==> src/rtl/u8n1f_pkg.sv <==
package u8n1f_pkg;

	// Item opcodes
	typedef enum logic [1:0] {
		OP_TICK = 2'd0,
		OP_PUSH = 2'd1,
		OP_POP  = 2'd2,
		OP_NOP  = 2'd3
	} op_t;

	localparam int COUNT_W = 6;

	typedef struct packed {
		op_t        op;
		logic [7:0] tx_byte;
		logic       rx_level;
	} item_t;

	typedef struct packed {
		logic               tx_line;
		logic [7:0]         rx_data;
		logic               rx_data_valid;
		logic [COUNT_W-1:0] rx_count;
		logic [COUNT_W-1:0] tx_count;
		logic               push_accepted;
		logic               rx_dropped;
	} result_t;

	// Ring FIFO control and status
	typedef struct packed {
		logic push;
		logic pop;
	} ring_ctl_t;

	typedef struct packed {
		logic               full;
		logic               empty;
		logic [COUNT_W-1:0] count;
	} ring_stat_t;

endpackage

==> src/rtl/u8n1f_chan.sv <==
interface u8n1f_chan #(parameter type T = logic);
	logic valid;
	logic ready;
	T     data;

	modport source (output valid, output data, input ready);
	modport sink (input valid, input data, output ready);
endinterface

==> src/rtl/uart_8n1_with_fifos_core.sv <==
// Channel   Direction  Payload
// item      sink       op, tx_byte, rx_level
// result    source     tx_line, rx_data, rx_data_valid, rx_count, tx_count,
//                      push_accepted, rx_dropped
// cfg       write      cfg_wr_en, cfg_wr_data (ticks_per_bit)
//
// One item per clock while the result is taken: an item waits in the input register, then its
// counter and pointer updates land in the state and result registers.
// Reset is asynchronous, active low; ticks_per_bit resets to 208, line high.
// A stalled result holds the input register; the next item waits there.
module uart_8n1_with_fifos_core #(
	parameter int FIFO_DEPTH = 64
) (
	input  logic        clk,
	input  logic        arst_n,
	u8n1f_chan.sink     item,
	u8n1f_chan.source   result,
	input  logic        cfg_wr_en,
	input  logic [15:0] cfg_wr_data
);
	import u8n1f_pkg::*;

	localparam logic [15:0] TICKS_RESET = 16'd208;
	localparam logic [3:0]  FRAME_BITS  = 4'd9;
	localparam logic [3:0]  DATA_BITS   = 4'd8;

	// Input stage
	logic  valid_s1;
	item_t item_s1;
	logic  advance;

	// Result flags
	logic res_valid_q, rx_valid_q, accepted_q, dropped_q;

	// Configuration
	logic [15:0] ticks_per_bit_q;
	logic [15:0] period;

	// Transmitter state
	logic        tx_running_q, tx_running_d;
	logic [15:0] tx_tick_q, tx_tick_d;
	logic [3:0]  tx_bits_q, tx_bits_d;
	logic        tx_level_q, tx_level_d;
	logic [8:0]  tx_frame;
	logic [3:0]  tx_bit_idx;

	// Receiver state
	logic        rx_busy_q, rx_busy_d;
	logic [16:0] rx_tick_q, rx_tick_d;
	logic [3:0]  rx_taken_q, rx_taken_d;
	logic [7:0]  rx_shift_q, rx_shift_d;
	logic        rx_prev_q, rx_prev_d;

	logic rx_valid_d, accepted_d, dropped_d;

	ring_ctl_t  tx_ctl, rx_ctl;
	ring_stat_t tx_stat, rx_stat;
	logic [7:0] tx_rd, rx_rd;

	u8n1f_ring #(.DEPTH(FIFO_DEPTH)) u_tx_ring (
		.clk     (clk),
		.arst_n  (arst_n),
		.ctl     (tx_ctl),
		.wr_data (item_s1.tx_byte),
		.rd_data (tx_rd),
		.stat    (tx_stat)
	);

	u8n1f_ring #(.DEPTH(FIFO_DEPTH)) u_rx_ring (
		.clk     (clk),
		.arst_n  (arst_n),
		.ctl     (rx_ctl),
		.wr_data (rx_shift_q),
		.rd_data (rx_rd),
		.stat    (rx_stat)
	);

	// Handshake: process the held item when the result slot is free
	assign advance    = valid_s1 && (!res_valid_q || result.ready);
	assign item.ready = !valid_s1 || advance;

	// Zero period acts as one
	assign period = (ticks_per_bit_q == 16'd0) ? 16'd1 : ticks_per_bit_q;

	// Frame bits after the start bit: data LSB first, then stop
	assign tx_frame   = {1'b1, tx_rd};
	assign tx_bit_idx = FRAME_BITS - tx_bits_q;

	// Next state for the item in the input register
	always_comb begin
		tx_running_d = tx_running_q;
		tx_tick_d    = tx_tick_q;
		tx_bits_d    = tx_bits_q;
		tx_level_d   = tx_level_q;
		rx_busy_d    = rx_busy_q;
		rx_tick_d    = rx_tick_q;
		rx_taken_d   = rx_taken_q;
		rx_shift_d   = rx_shift_q;
		rx_prev_d    = rx_prev_q;
		rx_valid_d   = 1'b0;
		accepted_d   = 1'b0;
		dropped_d    = 1'b0;
		tx_ctl       = '0;
		rx_ctl       = '0;

		if (advance) begin
			unique case (item_s1.op)
				OP_TICK: begin
					// Transmit bit timer
					if (tx_running_q) begin
						if (tx_tick_q > 16'd1) begin
							tx_tick_d = tx_tick_q - 16'd1;
						end else begin
							tx_tick_d = period;
							if (tx_bits_q != 4'd0) begin
								tx_level_d = tx_frame[tx_bit_idx];
								tx_bits_d  = tx_bits_q - 4'd1;
							end else if (!tx_stat.empty) begin
								tx_ctl.pop = 1'b1;
								tx_bits_d  = FRAME_BITS;
								tx_level_d = 1'b0;
							end else begin
								tx_running_d = 1'b0;
								tx_level_d   = 1'b1;
							end
						end
					end
					// Receive sampler
					if (rx_busy_q) begin
						if (rx_tick_q > 17'd1) begin
							rx_tick_d = rx_tick_q - 17'd1;
						end else begin
							rx_tick_d = {1'b0, period};
							if (rx_taken_q < DATA_BITS) begin
								rx_shift_d = {item_s1.rx_level, rx_shift_q[7:1]};
								rx_taken_d = rx_taken_q + 4'd1;
							end else begin
								if (!rx_stat.full) begin
									rx_ctl.push = 1'b1;
								end else begin
									dropped_d = 1'b1;
								end
								rx_busy_d = 1'b0;
							end
						end
					end else if (rx_prev_q && !item_s1.rx_level) begin
						rx_busy_d  = 1'b1;
						rx_tick_d  = {1'b0, period} + {2'b00, period[15:1]};
						rx_shift_d = '0;
						rx_taken_d = '0;
					end
					rx_prev_d = item_s1.rx_level;
				end
				OP_PUSH: begin
					if (!tx_stat.full) begin
						tx_ctl.push = 1'b1;
						accepted_d  = 1'b1;
						if (!tx_running_q) begin
							tx_running_d = 1'b1;
							tx_tick_d    = period;
						end
					end
				end
				OP_POP: begin
					if (!rx_stat.empty) begin
						rx_ctl.pop = 1'b1;
						rx_valid_d = 1'b1;
					end
				end
				OP_NOP: begin
				end
				default: begin
				end
			endcase
		end
	end

	// Input register
	always_ff @(posedge clk or negedge arst_n) begin
		if (!arst_n) begin
			valid_s1 <= 1'b0;
		end else if (item.valid && item.ready) begin
			valid_s1 <= 1'b1;
		end else if (advance) begin
			valid_s1 <= 1'b0;
		end
	end

	always_ff @(posedge clk) begin
		if (item.valid && item.ready) begin
			item_s1 <= item.data;
		end
	end

	// Configuration register
	always_ff @(posedge clk or negedge arst_n) begin
		if (!arst_n) begin
			ticks_per_bit_q <= TICKS_RESET;
		end else if (cfg_wr_en) begin
			ticks_per_bit_q <= cfg_wr_data;
		end
	end

	// Transceiver state and result flags
	always_ff @(posedge clk or negedge arst_n) begin
		if (!arst_n) begin
			tx_running_q <= 1'b0;
			tx_tick_q    <= '0;
			tx_bits_q    <= '0;
			tx_level_q   <= 1'b1;
			rx_busy_q    <= 1'b0;
			rx_tick_q    <= '0;
			rx_taken_q   <= '0;
			rx_shift_q   <= '0;
			rx_prev_q    <= 1'b1;
			res_valid_q  <= 1'b0;
			rx_valid_q   <= 1'b0;
			accepted_q   <= 1'b0;
			dropped_q    <= 1'b0;
		end else begin
			tx_running_q <= tx_running_d;
			tx_tick_q    <= tx_tick_d;
			tx_bits_q    <= tx_bits_d;
			tx_level_q   <= tx_level_d;
			rx_busy_q    <= rx_busy_d;
			rx_tick_q    <= rx_tick_d;
			rx_taken_q   <= rx_taken_d;
			rx_shift_q   <= rx_shift_d;
			rx_prev_q    <= rx_prev_d;
			if (advance) begin
				res_valid_q <= 1'b1;
				rx_valid_q  <= rx_valid_d;
				accepted_q  <= accepted_d;
				dropped_q   <= dropped_d;
			end else if (result.ready) begin
				res_valid_q <= 1'b0;
			end
		end
	end

	// Result: state after the last processed item holds while the result waits
	assign result.valid              = res_valid_q;
	assign result.data.tx_line       = tx_level_q;
	assign result.data.rx_data       = rx_valid_q ? rx_rd : 8'd0;
	assign result.data.rx_data_valid = rx_valid_q;
	assign result.data.rx_count      = rx_stat.count;
	assign result.data.tx_count      = tx_stat.count;
	assign result.data.push_accepted = accepted_q;
	assign result.data.rx_dropped    = dropped_q;
endmodule

==> src/rtl/u8n1f_ring.sv <==
module u8n1f_ring #(
	parameter int DEPTH = 64
) (
	input  logic                   clk,
	input  logic                   arst_n,
	input  u8n1f_pkg::ring_ctl_t   ctl,
	input  logic [7:0]             wr_data,
	output logic [7:0]             rd_data,
	output u8n1f_pkg::ring_stat_t  stat
);
	import u8n1f_pkg::*;

	localparam int PW = (DEPTH > 1) ? $clog2(DEPTH) : 1;
	localparam int CW = (PW + 1 > COUNT_W) ? PW + 1 : COUNT_W;
	localparam logic [PW-1:0] LAST = PW'(DEPTH - 1);

	logic [7:0]    mem [DEPTH];
	logic [PW-1:0] wr_ptr_q, rd_ptr_q;
	logic [PW-1:0] wr_ptr_nxt, rd_ptr_nxt;
	logic [CW-1:0] fill;

	// Wrap the pointers at the ring size
	assign wr_ptr_nxt = (wr_ptr_q == LAST) ? '0 : wr_ptr_q + 1'b1;
	assign rd_ptr_nxt = (rd_ptr_q == LAST) ? '0 : rd_ptr_q + 1'b1;

	// Fill level is (write - read) mod depth
	always_comb begin
		if (wr_ptr_q >= rd_ptr_q) begin
			fill = CW'(wr_ptr_q) - CW'(rd_ptr_q);
		end else begin
			fill = CW'(wr_ptr_q) + CW'(DEPTH) - CW'(rd_ptr_q);
		end
	end

	assign stat.full  = (wr_ptr_nxt == rd_ptr_q);
	assign stat.empty = (wr_ptr_q == rd_ptr_q);
	assign stat.count = fill[COUNT_W-1:0];

	// Storage with registered read port; read data holds until the next pop
	always_ff @(posedge clk) begin
		if (ctl.push) begin
			mem[wr_ptr_q] <= wr_data;
		end
		if (ctl.pop) begin
			rd_data <= mem[rd_ptr_q];
		end
	end

	// Advance pointers
	always_ff @(posedge clk or negedge arst_n) begin
		if (!arst_n) begin
			wr_ptr_q <= '0;
			rd_ptr_q <= '0;
		end else begin
			if (ctl.push) begin
				wr_ptr_q <= wr_ptr_nxt;
			end
			if (ctl.pop) begin
				rd_ptr_q <= rd_ptr_nxt;
			end
		end
	end
endmodule

==> src/flat_wrapper.sv <==
// flat-port wrapper written by rule: the top's interface ports become plain ports
module uart_8n1_with_fifos_core_flat import u8n1f_pkg::*;
#(
	parameter int FIFO_DEPTH = 64
)
  (clk, arst_n, cfg_wr_en, cfg_wr_data, item_valid, item_data, item_ready, result_valid, result_data, result_ready);
  u8n1f_chan #(.T(item_t)) item_i ();
  u8n1f_chan #(.T(result_t)) result_i ();
  input  logic clk;
  input  logic arst_n;
  input  logic cfg_wr_en;
  input  logic [15:0] cfg_wr_data;
  input wire logic [$bits(item_i.valid)-1:0] item_valid;
  input wire logic [$bits(item_i.data)-1:0] item_data;
  output wire logic [$bits(item_i.ready)-1:0] item_ready;
  output wire logic [$bits(result_i.valid)-1:0] result_valid;
  output wire logic [$bits(result_i.data)-1:0] result_data;
  input wire logic [$bits(result_i.ready)-1:0] result_ready;
  assign item_i.valid = item_valid;
  assign item_i.data = item_data;
  assign item_ready = item_i.ready;
  assign result_valid = result_i.valid;
  assign result_data = result_i.data;
  assign result_i.ready = result_ready;
  uart_8n1_with_fifos_core #(.FIFO_DEPTH(FIFO_DEPTH)) u_core (.clk(clk), .arst_n(arst_n), .item(item_i), .result(result_i), .cfg_wr_en(cfg_wr_en), .cfg_wr_data(cfg_wr_data));
endmodule
==> config.mk <==
export PLATFORM = sky130hd
export DESIGN_NAME = uart_8n1_with_fifos_core_flat
export DESIGN_NICKNAME = d
export VERILOG_FILES = /design/src/rtl/u8n1f_pkg.sv /design/src/rtl/u8n1f_chan.sv /design/src/rtl/uart_8n1_with_fifos_core.sv /design/src/rtl/u8n1f_ring.sv /design/src/flat_wrapper.sv
export SDC_FILE = /design/constraint.sdc
export NUM_CORES = 1
export LEC_CHECK = 0
export ABC_AREA = 1
export BUFFER_PORTS_ARGS = -buffer_cell sky130_fd_sc_hd__buf_2
export CELL_PAD_IN_SITES_DETAIL_PLACEMENT = 0
export CELL_PAD_IN_SITES_GLOBAL_PLACEMENT = 1
export CORE_MARGIN = 2
export CORE_UTILIZATION = 32
export CTS_BUF_LIST = sky130_fd_sc_hd__clkbuf_16
export CTS_CLUSTER_SIZE = 30
export DETAILED_ROUTE_END_ITERATION = 8
export PLACE_DENSITY_LB_ADDON = 0.1
export SETUP_SLACK_MARGIN = 0.3
export SYNTH_ARGS = -nofsm -noshare
export SYNTH_HDL_FRONTEND = slang
export SYNTH_SLANG_ARGS = --single-unit
==> constraint.sdc <==
create_clock -name clk -period 4.21 [get_ports clk]
set_clock_uncertainty 0.2 [all_clocks]
set_input_delay 0.421 -clock clk [delete_from_list [all_inputs] [get_ports clk]]
set_output_delay 0.421 -clock clk [all_outputs]
set_load 0.05 [all_outputs]
==> reports/qor.txt, run 1 <==
fin crit period: 3.80 ns
leading post-synthesis cells by cell area: edfxtp_1, nor2_1, o21ai_0
total track usage: 19.5%
core outline area: 154000 um^2
top-area cell type share of the netlist area: 63.4%
Final ANT Viol Nets: 0
H-tree depth: 4
Max FO, Critical Path: 42
cell with the most instances after synthesis: edfxtp_1
crit path from: u_core.u_rx_ring.rd_ptr_q[0]
status: complete, no violations
Fillers: 15488
clock-pin slew on the worst setup and hold paths: 0.06 ns
main flop type after synthesis: edfxtp_1
Ports: 58
worst r2r src: u_core.ticks_per_bit_q[14]
reg-to-reg endpoint: u_core.rx_tick_q[15]
detailed-route wire length per cell: 22.8 um
synth warn: 0
largest net degree at the start of global routing: 106
Slew Viols, Final: 0
period utilisation layout: 90.3%
Worst-Skew Late Latency: 0.76 ns
CTS max path bufs: 3
clock root cell: clkbuf_16
cts bufs inserted: 137
FP Rows: 144
Synth cell types: 54
die area: 159000 um^2
Post-synth EDFFs: 1051
worst stage delay on the critical path: 0.70 ns
Final Hold Viols: 0
placed cells: 6472
Detailed Routing Iterations Pass 1: 6
Peak Freq: 263 MHz
final std cells w/o fill: 6784
Area growth syn-to-layout: 15.7%
DR iter-0 viols: 2408
Synth top cells by count: edfxtp_1, nor2_1, nand2_1
post-synthesis cell type with the largest combined area: edfxtp_1
Seq/Total Area, Yosys: 68.4%
routed via count: 33626
type of the most critical hold path: primary input to async pin
Peak VDD IR: 0.000494 V
DRC: 0
WP data arrival: 3.18 ns
Final #Nets: 4710
CP endpoint: result_data[12]
Syn Inst Count: 4472
layout cell share with drive strength beyond 1: 9.98%
setup TNS: 0 ns
Final setup violation count: 0
max cap viols: 0
gpl congestion: 0.813
Starting Density: 32.3%
Cell Pwr Density: 574 nW/um^2
Slew @ Worst Pin: 1.11 ns
total routed wirelength: 154000 um
crit path cell chain: ha_1 > fa_1 > o21ai_0 > xor2_1 > buf_2
CP Launch Type: register
Crit. End Element: output port
die height: 398 um
mapped cell area: 49800 um^2
asr flop ratio synth: 8.53%
reg2reg path depth: 17
DP Wirelength: 97400 um
Leak: 0.0206 uW
critical path class: register to output port
first-pass GRT wire length: 229000 um
CTS tree: built
vias in the first global route: 34201
clock sinks: 1149
Slowest cell on crit path: dfrtp_4
Via density: 4.96
Die Span X: 398 um
initial antenna violation count: 2
Final Util: 37.3%
Yosys reg bits: 1149
Syn Nets: 4550
RSZ-0062 raised after global routing: yes
Worst R2R Setup Slack: 0.88 ns
syn_area_per_cell: 11.1 um^2
GRT overflow: 0
Crit path required time: 3.59 ns
Worst slew margin: 26.0%
I/O Buffers: 57
-- registers in the layout, indices dropped and copies added, names as in the netlist, 4 cells and up --
name                       count
u_core.item_s1                11
u_core.rx_shift_q              8
u_core.rx_taken_q              4
u_core.rx_tick_q              17
u_core.ticks_per_bit_q        16
u_core.tx_bits_q               4
u_core.tx_tick_q              16
u_core.u_rx_ring.mem         512
u_core.u_rx_ring.rd_data       8
u_core.u_rx_ring.rd_ptr_q      6
u_core.u_rx_ring.wr_ptr_q      6
u_core.u_tx_ring.mem         512
u_core.u_tx_ring.rd_data       8
u_core.u_tx_ring.rd_ptr_q      6
u_core.u_tx_ring.wr_ptr_q      6
-- timing repair --
item                                   CTS  global route
gates resized for setup                  1             4
setup endpoints to repair                2             2
buffers inserted                         2             0
hold buffers                            63             0
endpoints found under the hold margin   91             0
-- worst min path at each step --
stage / startpoint / end / slack, ns / cells past startpoint
finish: arst_n / u_core.result.valid / 0.16 / 2
global route: item_data[1] / u_core.item_s1[1] / 0.13 / 2
CTS: item_data[7] / u_core.item_s1[7] / 0.11 / 2
detailed placement: u_core.rx_prev_q / u_core.rx_prev_q / 0.28 / 2
global placement: u_core.rx_prev_q / u_core.rx_prev_q / 0.28 / 2
floorplan: arst_n / u_core.accepted_q / -0.07 / 0
-- report_power, final --
| group | switching [uW] | internal, uW |
|---|---|---|
| clock | 4810 | 6240 |
| sequential | 515 | 12700 |
| combinational | 6290 | 2490 |
-- per-layer routing --
metal	GRT usage, %	vias to the layer above	part of all wire [%]
met4	5.24	0	2.2
li1	-	16085	-
met1	28.1	16717	48
met3	3.22	184	4.0
met2	30.2	640	45
met5	0	-	0
-- cell type report --
type | count | area, um^2 | share of cell area (%)
clock buffer | 137 | 3430 | 5.95
inverter | 195 | 747 | 1.30
tap | 2044 | 2560 | 4.44
clock inverter | 109 | 723 | 1.26
timing repair buffer | 267 | 2180 | 3.79
multi-input combinational | 2882 | 13900 | 24.1
sequential | 1149 | 34000 | 59.1
antenna | 1 | 2.50 | 0.00435
-- logic make-up (layout without fill, tap and decap cells) --
logic type      Yosys count  after routing  share of synthesized area (%)
other cells               0              1                              0
mux                       2              2                         0.0402
xor+xnor                 36             36                          0.634
compound gates          921            921                           10.3
flops                  1149           1149                           68.4
buf+inv                 441            708                           3.74
simple gates           1877           1877                           15.7
fa+ha+maj                46             46                           1.20
-- critical path, delay by kind of cell (launching register included) --
kind                       cells  cell delay [ns]
DFF                            1             0.70
adders and majority gates      2             0.74
AOI/OAI and AO/OA              1             0.26
xor gates and xnor gates       1             0.37
buffers and inverters          1             0.34
-- layout by cell type, fill, tap and decap left out, types with 12 or more instances in the layout --
master,n
nor2_1,916
xor2_1,17
ha_1,43
o211ai_1,131
dfrtp_1,79
nand3_1,196
clkbuf_16,137
buf_4,136
inv_1,211
clkinv_2,15
buf_2,54
nand2_1,659
xnor2_1,17
o22ai_1,90
a22oi_1,12
nand2_2,17
o21ai_0,579
a21oi_1,80
edfxtp_1,1051
clkinv_1,41
dlygate4sd3_1,63
o21ai_1,13
nand4_1,32
-- metrics by stage --
step                total power [uW]  worst slack (ns)  instance area [um^2]  hold slack, ns
finish                         33100             0.407                 57600           0.160
global route                   34900             0.273                 57600           0.127
CTS                            33500             0.342                 57600           0.106
detailed placement             22300             0.845                 52700           0.283
global placement               22300             0.911                 52700           0.280
floorplan                      19100              1.10                 49800         -0.0746
Note: power is estimated with default switching activity, not from simulation.
==> run 2: changes to the inputs <==
- BUFFER_PORTS_ARGS: -buffer_cell sky130_fd_sc_hd__buf_2 -> default
- DONT_BUFFER_PORTS: default -> 1
==> reports/qor.txt, run 2 (same netlist as run 1, synthesis figures left out) <==
status: complete, no violations
met1 Use GR: 27.4% (-0.70 points)
clock root cell: clkbuf_16
reg2reg path depth: 11 (-6)
die height: 398 um (unchanged)
Worst slew margin: 17.2% (-8.8 points)
cts bufs inserted: 133 (-2.9%)
Final ANT Viol Nets: 0 (unchanged)
vias in the first global route: 33176 (-3.0%)
Crit path required time: 3.59 ns (about the same)
register area: 34000 um^2 (about the same)
first-pass GRT wire length: 225000 um (-1.7%)
worst r2r src: u_core.u_tx_ring.wr_ptr_q[0]
fin crit period: 3.77 ns (-0.0379 ns)
setup TNS: 0 ns (unchanged)
met2 Use GR: 30.0% (-0.20 points)
largest net degree at the start of global routing: 142 (+34%)
detailed-route wire length per cell: 23.0 um (+0.89%)
DP Area: 52400 um^2 (-0.54%)
Worst R2R Setup Slack: 0.56 ns (-0.32 ns)
reg-to-reg endpoint: u_core.u_tx_ring.mem[39][1]
Final #Nets: 4619 (-1.9%)
most frequent cells in the layout: edfxtp_1, nor2_1, nand2_1
DR iter-0 viols: 2399 (-0.37%)
Area growth syn-to-layout: 14.6%
die area: 159000 um^2 (unchanged)
Peak VDD IR: 0.000561 V (+14%)
CP Launch Type: register
final instance area: 57000 um^2 (-1.0%)
I/O Buffers: 0 (-100%)
Via density: 4.99 (+0.70%)
Fillers: 15471 (-0.11%)
GR peak layer: met2
CTS tree: built
layout cell share with drive strength beyond 1: 8.95% (-1.0 points)
DP Wirelength: 94100 um (-3.4%)
initial antenna violation count: 1 (-1)
WP data arrival: 3.14 ns (-0.04 ns)
RSZ-0062 raised after global routing: no
gpl congestion: 0.793 (-2.4%)
critical path class: register to output port
multi-input logic area: 13900 um^2 (about the same)
Final setup violation count: 0 (unchanged)
max cap viols: 0 (unchanged)
Ports: 58 (unchanged)
type of the most critical hold path: primary input to async pin
M3 GR Usage: 3.62% (+0.40 points)
largest registers: u_core.u_rx_ring.mem (512), u_core.u_tx_ring.mem (512), u_core.rx_tick_q (17)
Slew @ Worst Pin: 1.24 ns (+0.131 ns)
Cell Pwr Density: 581 nW/um^2 (+1.1%)
Starting Density: 32.3% (unchanged)
core outline area: 154000 um^2 (unchanged)
Pwr Total: 33100 uW (+0.11%)
clock-pin slew on the worst setup and hold paths: 0.06 ns (about the same)
Slew Viols, Final: 0 (unchanged)
Leak: 0.0203 uW (-1.7%)
Peak Freq: 266 MHz (+1.0%)
H-tree depth: 4 (unchanged)
clock sinks: 1149 (unchanged)
Max FO, Critical Path: 26 (-38%)
Crit. End Element: output port
Die Span X: 398 um (unchanged)
GRT overflow: 0 (unchanged)
total routed wirelength: 154000 um (-0.46%)
routed via count: 33406 (-0.65%)
DRC: 0 (unchanged)
Detailed Routing Iterations Pass 1: 6 (unchanged)
period utilisation layout: 89.4% (-0.90 points)
commonest non-fill, non-tap cell in the layout: edfxtp_1
total track usage: 19.2% (-0.25 points)
Worst-Skew Late Latency: 0.77 ns (about the same)
CTS max path bufs: 3 (unchanged)
FP Rows: 144 (unchanged)
Final Hold Viols: 0 (unchanged)
run 2: cell type report:
type | count | share of cell area, %
inverter | 195 | 1.31
tap | 2044 | 4.49
clock inverter | 109 | 1.45
timing repair buffer | 180 | 2.82
clock buffer | 133 | 5.84
multi-input combinational | 2882 | 24.4
sequential | 1149 | 59.7
antenna | 1 | 0.00439
run 2: how the worst max path moves through the flow:
| stage | depth (start not counted) | endpoint | startpoint |
|---|---|---|---|
| after detailed placement | 11 | u_core.u_tx_ring.mem[39][1] | u_core.u_tx_ring.wr_ptr_q[0] |
| after floorplan | 10 | result_data[13] | u_core.u_rx_ring.rd_ptr_q[1] |
| after global routing | 9 | result_data[13] | u_core.u_rx_ring.rd_ptr_q[2] |
| after global placement | 11 | u_core.u_tx_ring.mem[39][1] | u_core.u_tx_ring.wr_ptr_q[0] |
| after CTS | 9 | result_data[13] | u_core.u_rx_ring.rd_ptr_q[1] |
| final | 9 | result_data[13] | u_core.u_rx_ring.rd_ptr_q[2] |
run 2: repair_timing:
item / 4_1_cts / 5_1_grt
cloned: 0 / 0
hold buffers: 33 / 0
gates resized for setup: 1 / 0
endpoints found under the setup margin: 1 / 2
setup buffers: 0 / 2
endpoints found under the hold margin: 133 / 0
run 2: metrics by stage:
stage	instances	setup slack (ns)	util (%)	hold WS [ns]
after floorplan	4472	1.10	-	-0.0746
after global placement	6415	0.643	34.0	-0.0698
after detailed placement	6415	0.592	34.0	-0.0688
after CTS	6690	0.380	36.9	0.0106
after global routing	6692	0.313	37.0	0.0304
final	6693	0.444	37.0	0.0623
run 2: per-layer routing:
layer  part of all wire (%)  up-vias  wire length, um
met5                      0        -                0
met4                    2.1        0             3180
met3                    4.6      182             7080
met2                     46      655            70600
met1                     47    16658            72800
li1                       -    15911                -
run 2: report_power, final:
part	switching, uW	internal [uW]
clock	4810	6290
sequential	540	12700
combinational	6280	2460
total	11600	21500
run 2: critical path: stages (launching register included):
cell and delay, ns:
dfrtp_4 0.65, inv_1 0.10, ha_1 0.36, nand2_1 0.06, o21ai_0 0.26, a21oi_1 0.11
nor2_1 0.09, nor2_1 0.05, xnor2_1 0.37, buf_4 0.31
==> run 3: changes to the inputs <==
- CORE_UTILIZATION: 32 -> 50
- PLACE_DENSITY: default -> 0.77
- PLACE_DENSITY_LB_ADDON: 0.1 -> default
==> reports/qor.txt, run 3 (same netlist as run 1, synthesis figures left out) <==
core outline area: 98600 um^2 (-36%)
fin crit period: 3.80 ns (+0.0314 ns)
FP Rows: 115 (-20%)
Peak VDD IR: 0.000449 V (-20%)
setup TNS: 0 ns (unchanged)
Cell Pwr Density: 572 nW/um^2 (-1.5%)
DR iter-0 viols: 3525 (+47%)
combinational share of power: 26.1% (-0.3 points)
max cap viols: 0 (unchanged)
Worst slew margin: 22.4% (+5.2 points)
detailed-route wire length per cell: 21.9 um (-4.6%)
RSZ-0062 raised after global routing: no
Slew @ Worst Pin: 1.16 ns (-0.0763 ns)
type of the most critical hold path: primary input to async pin
Pwr Total: 31600 uW (-4.5%)
largest registers: u_core.u_rx_ring.mem (512), u_core.u_tx_ring.mem (512), u_core.rx_tick_q (17)
Crit path required time: 3.59 ns (about the same)
layout cell share with drive strength beyond 1: 7.85% (-1.1 points)
CTS max path bufs: 3 (unchanged)
GRT overflow: 0 (unchanged)
status: complete, no violations
Sw Ratio: 34.0% (-1.2 points)
most frequent cells in the layout: edfxtp_1, nor2_1, nand2_1
Detailed Routing Iterations Pass 1: 5 (-1)
DRC: 0 (unchanged)
Worst-Skew Late Latency: 0.74 ns (-0.03 ns)
first-pass GRT wire length: 196000 um (-13%)
WHS: 0.0923 ns (+0.0300 ns)
Area growth syn-to-layout: 11.1%
Slew Viols, Final: 0 (unchanged)
cts bufs inserted: 115 (-14%)
Die Span X: 319 um (-20%)
largest net degree at the start of global routing: 199 (+40%)
WP data arrival: 3.18 ns (+0.04 ns)
critical path class: register to output port
clock root cell: clkbuf_16
I/O Buffers: 0 (unchanged)
Ports: 58 (unchanged)
Final ANT Viol Nets: 0 (unchanged)
Clock power frac: 32.0% (-1.5 points)
commonest non-fill, non-tap cell in the layout: edfxtp_1
Final Hold Viols: 0 (unchanged)
routed via count: 33541 (+0.40%)
initial antenna violation count: 1 (unchanged)
die height: 319 um (-20%)
Sw Pwr: 10700 uW (-7.6%)
Crit. End Element: output port
clock sinks: 1149 (unchanged)
total track usage: 24.9% (+5.7 points)
Fillers: 8205 (-47%)
Max FO, Critical Path: 36 (+38%)
Final setup violation count: 0 (unchanged)
H-tree depth: 3 (-1)
period utilisation layout: 90.2% (+0.75 points)
Final #Nets: 4558 (-1.3%)
clock-pin slew on the worst setup and hold paths: 0.06 ns (about the same)
die area: 102000 um^2 (-36%)
Pint: 20900 uW (-2.8%)
Peak Freq: 263 MHz (-0.83%)
CP Launch Type: register
Via density: 5.72 (+15%)
Leak: 0.0198 uW (-2.4%)
vias in the first global route: 32200 (-2.9%)
CTS tree: built
DP Wirelength: 76200 um (-19%)
number of antenna diodes: 0 (-1)
gpl congestion: 0.863 (+8.9%)
Reg power frac: 41.9% (+1.8 points)
total routed wirelength: 128000 um (-16%)
Starting Density: 50.5% (+18 points)
==> run 3: changes by cell type in the layout (fill, tap and decap cells not counted), moves of 4 or more <==
cell	before	now
inv_6	5	9
dfrtp_4	5	10
dfrtp_2	9	4
buf_12	11	7
inv_1	211	202
clkinv_1	37	30
buf_4	135	94
bufinv_16	8	12
inv_16	4	0
clkbuf_16	134	117
clkinv_8	5	0
==> run 3: layout make-up <==
cell class	count	area, um^2	area share (%)
flip-flops and latches	1149	34100	61.6
multi-input cells	2882	13900	25.1
clock buffers	116	2900	5.25
well taps	1287	1610	2.91
repair buffers	137	1260	2.28
clock inverters	95	830	1.50
inverters	195	747	1.35
==> run 3: worst paths after layout <==
kind | cells past startpoint | end | slack (ns) | startpoint
worst max-delay path | 6 | result_data[12] | 0.41 | u_core.u_rx_ring.rd_ptr_q[0]
worst min-delay path | 2 | u_core.rx_shift_q[4] | 0.09 | arst_n
worst max register to register | 9 | u_core.u_rx_ring.mem[13][4] | 0.77 | u_core.result.valid
worst min register to register | 2 | u_core.rx_prev_q | 0.30 | u_core.rx_prev_q
max in group asynchronous | 2 | u_core.u_tx_ring.rd_ptr_q[1] | 3.21 | arst_n
min in group clk | 1 | u_core.item_s1[4] | 0.12 | item_data[4]
==> run 3: routing by layer <==
metal | GRT usage [%] | vias to the layer above | part of all wire [%]
met1 | 36.4 | 16434 | 44
met2 | 39.5 | 1152 | 47
met5 | 0 | - | 0
li1 | - | 15772 | -
met4 | 6.76 | 0 | 2.2
met3 | 3.47 | 183 | 6.7
==> run 3: repair_timing <==
action	4_1_cts	5_1_grt
pin swaps	0	1
endpoints found under the hold margin	133	0
buffers inserted	0	3
hold buffers	32	0
setup endpoints to repair	1	4
gates resized for setup	1	2
==> run 3: power by group through the flow <==
| stage | clock (uW) | sequential [uW] | combinational (uW) |
|---|---|---|---|
| finish | 10100 | 13300 | 8260 |
| global placement | 0 | 13500 | 8020 |
| CTS | 10200 | 13300 | 8120 |
| floorplan | 0 | 13200 | 5850 |
| detailed placement | 0 | 13500 | 8040 |
| global route | 10700 | 13300 | 9140 |
==> run 3: metrics by stage <==
stage               worst slack, ns  instance area [um^2]  util [%]  instances
floorplan                      1.10                 49800         -       4472
global placement              0.851                 51200      51.9       5615
detailed placement            0.768                 51200      51.9       5615
CTS                           0.322                 55200      56.0       5858
global route                  0.316                 55300      56.1       5861
finish                        0.413                 55300      56.1       5861
==> run 3: worst max-delay path, cell delays in order, from the launching register on <==
cell and delay [ns]:
dfrtp_4 0.65, buf_4 0.33, ha_1 0.26, fa_1 0.41
o21ai_0 0.22, xor2_1 0.30, buf_4 0.27
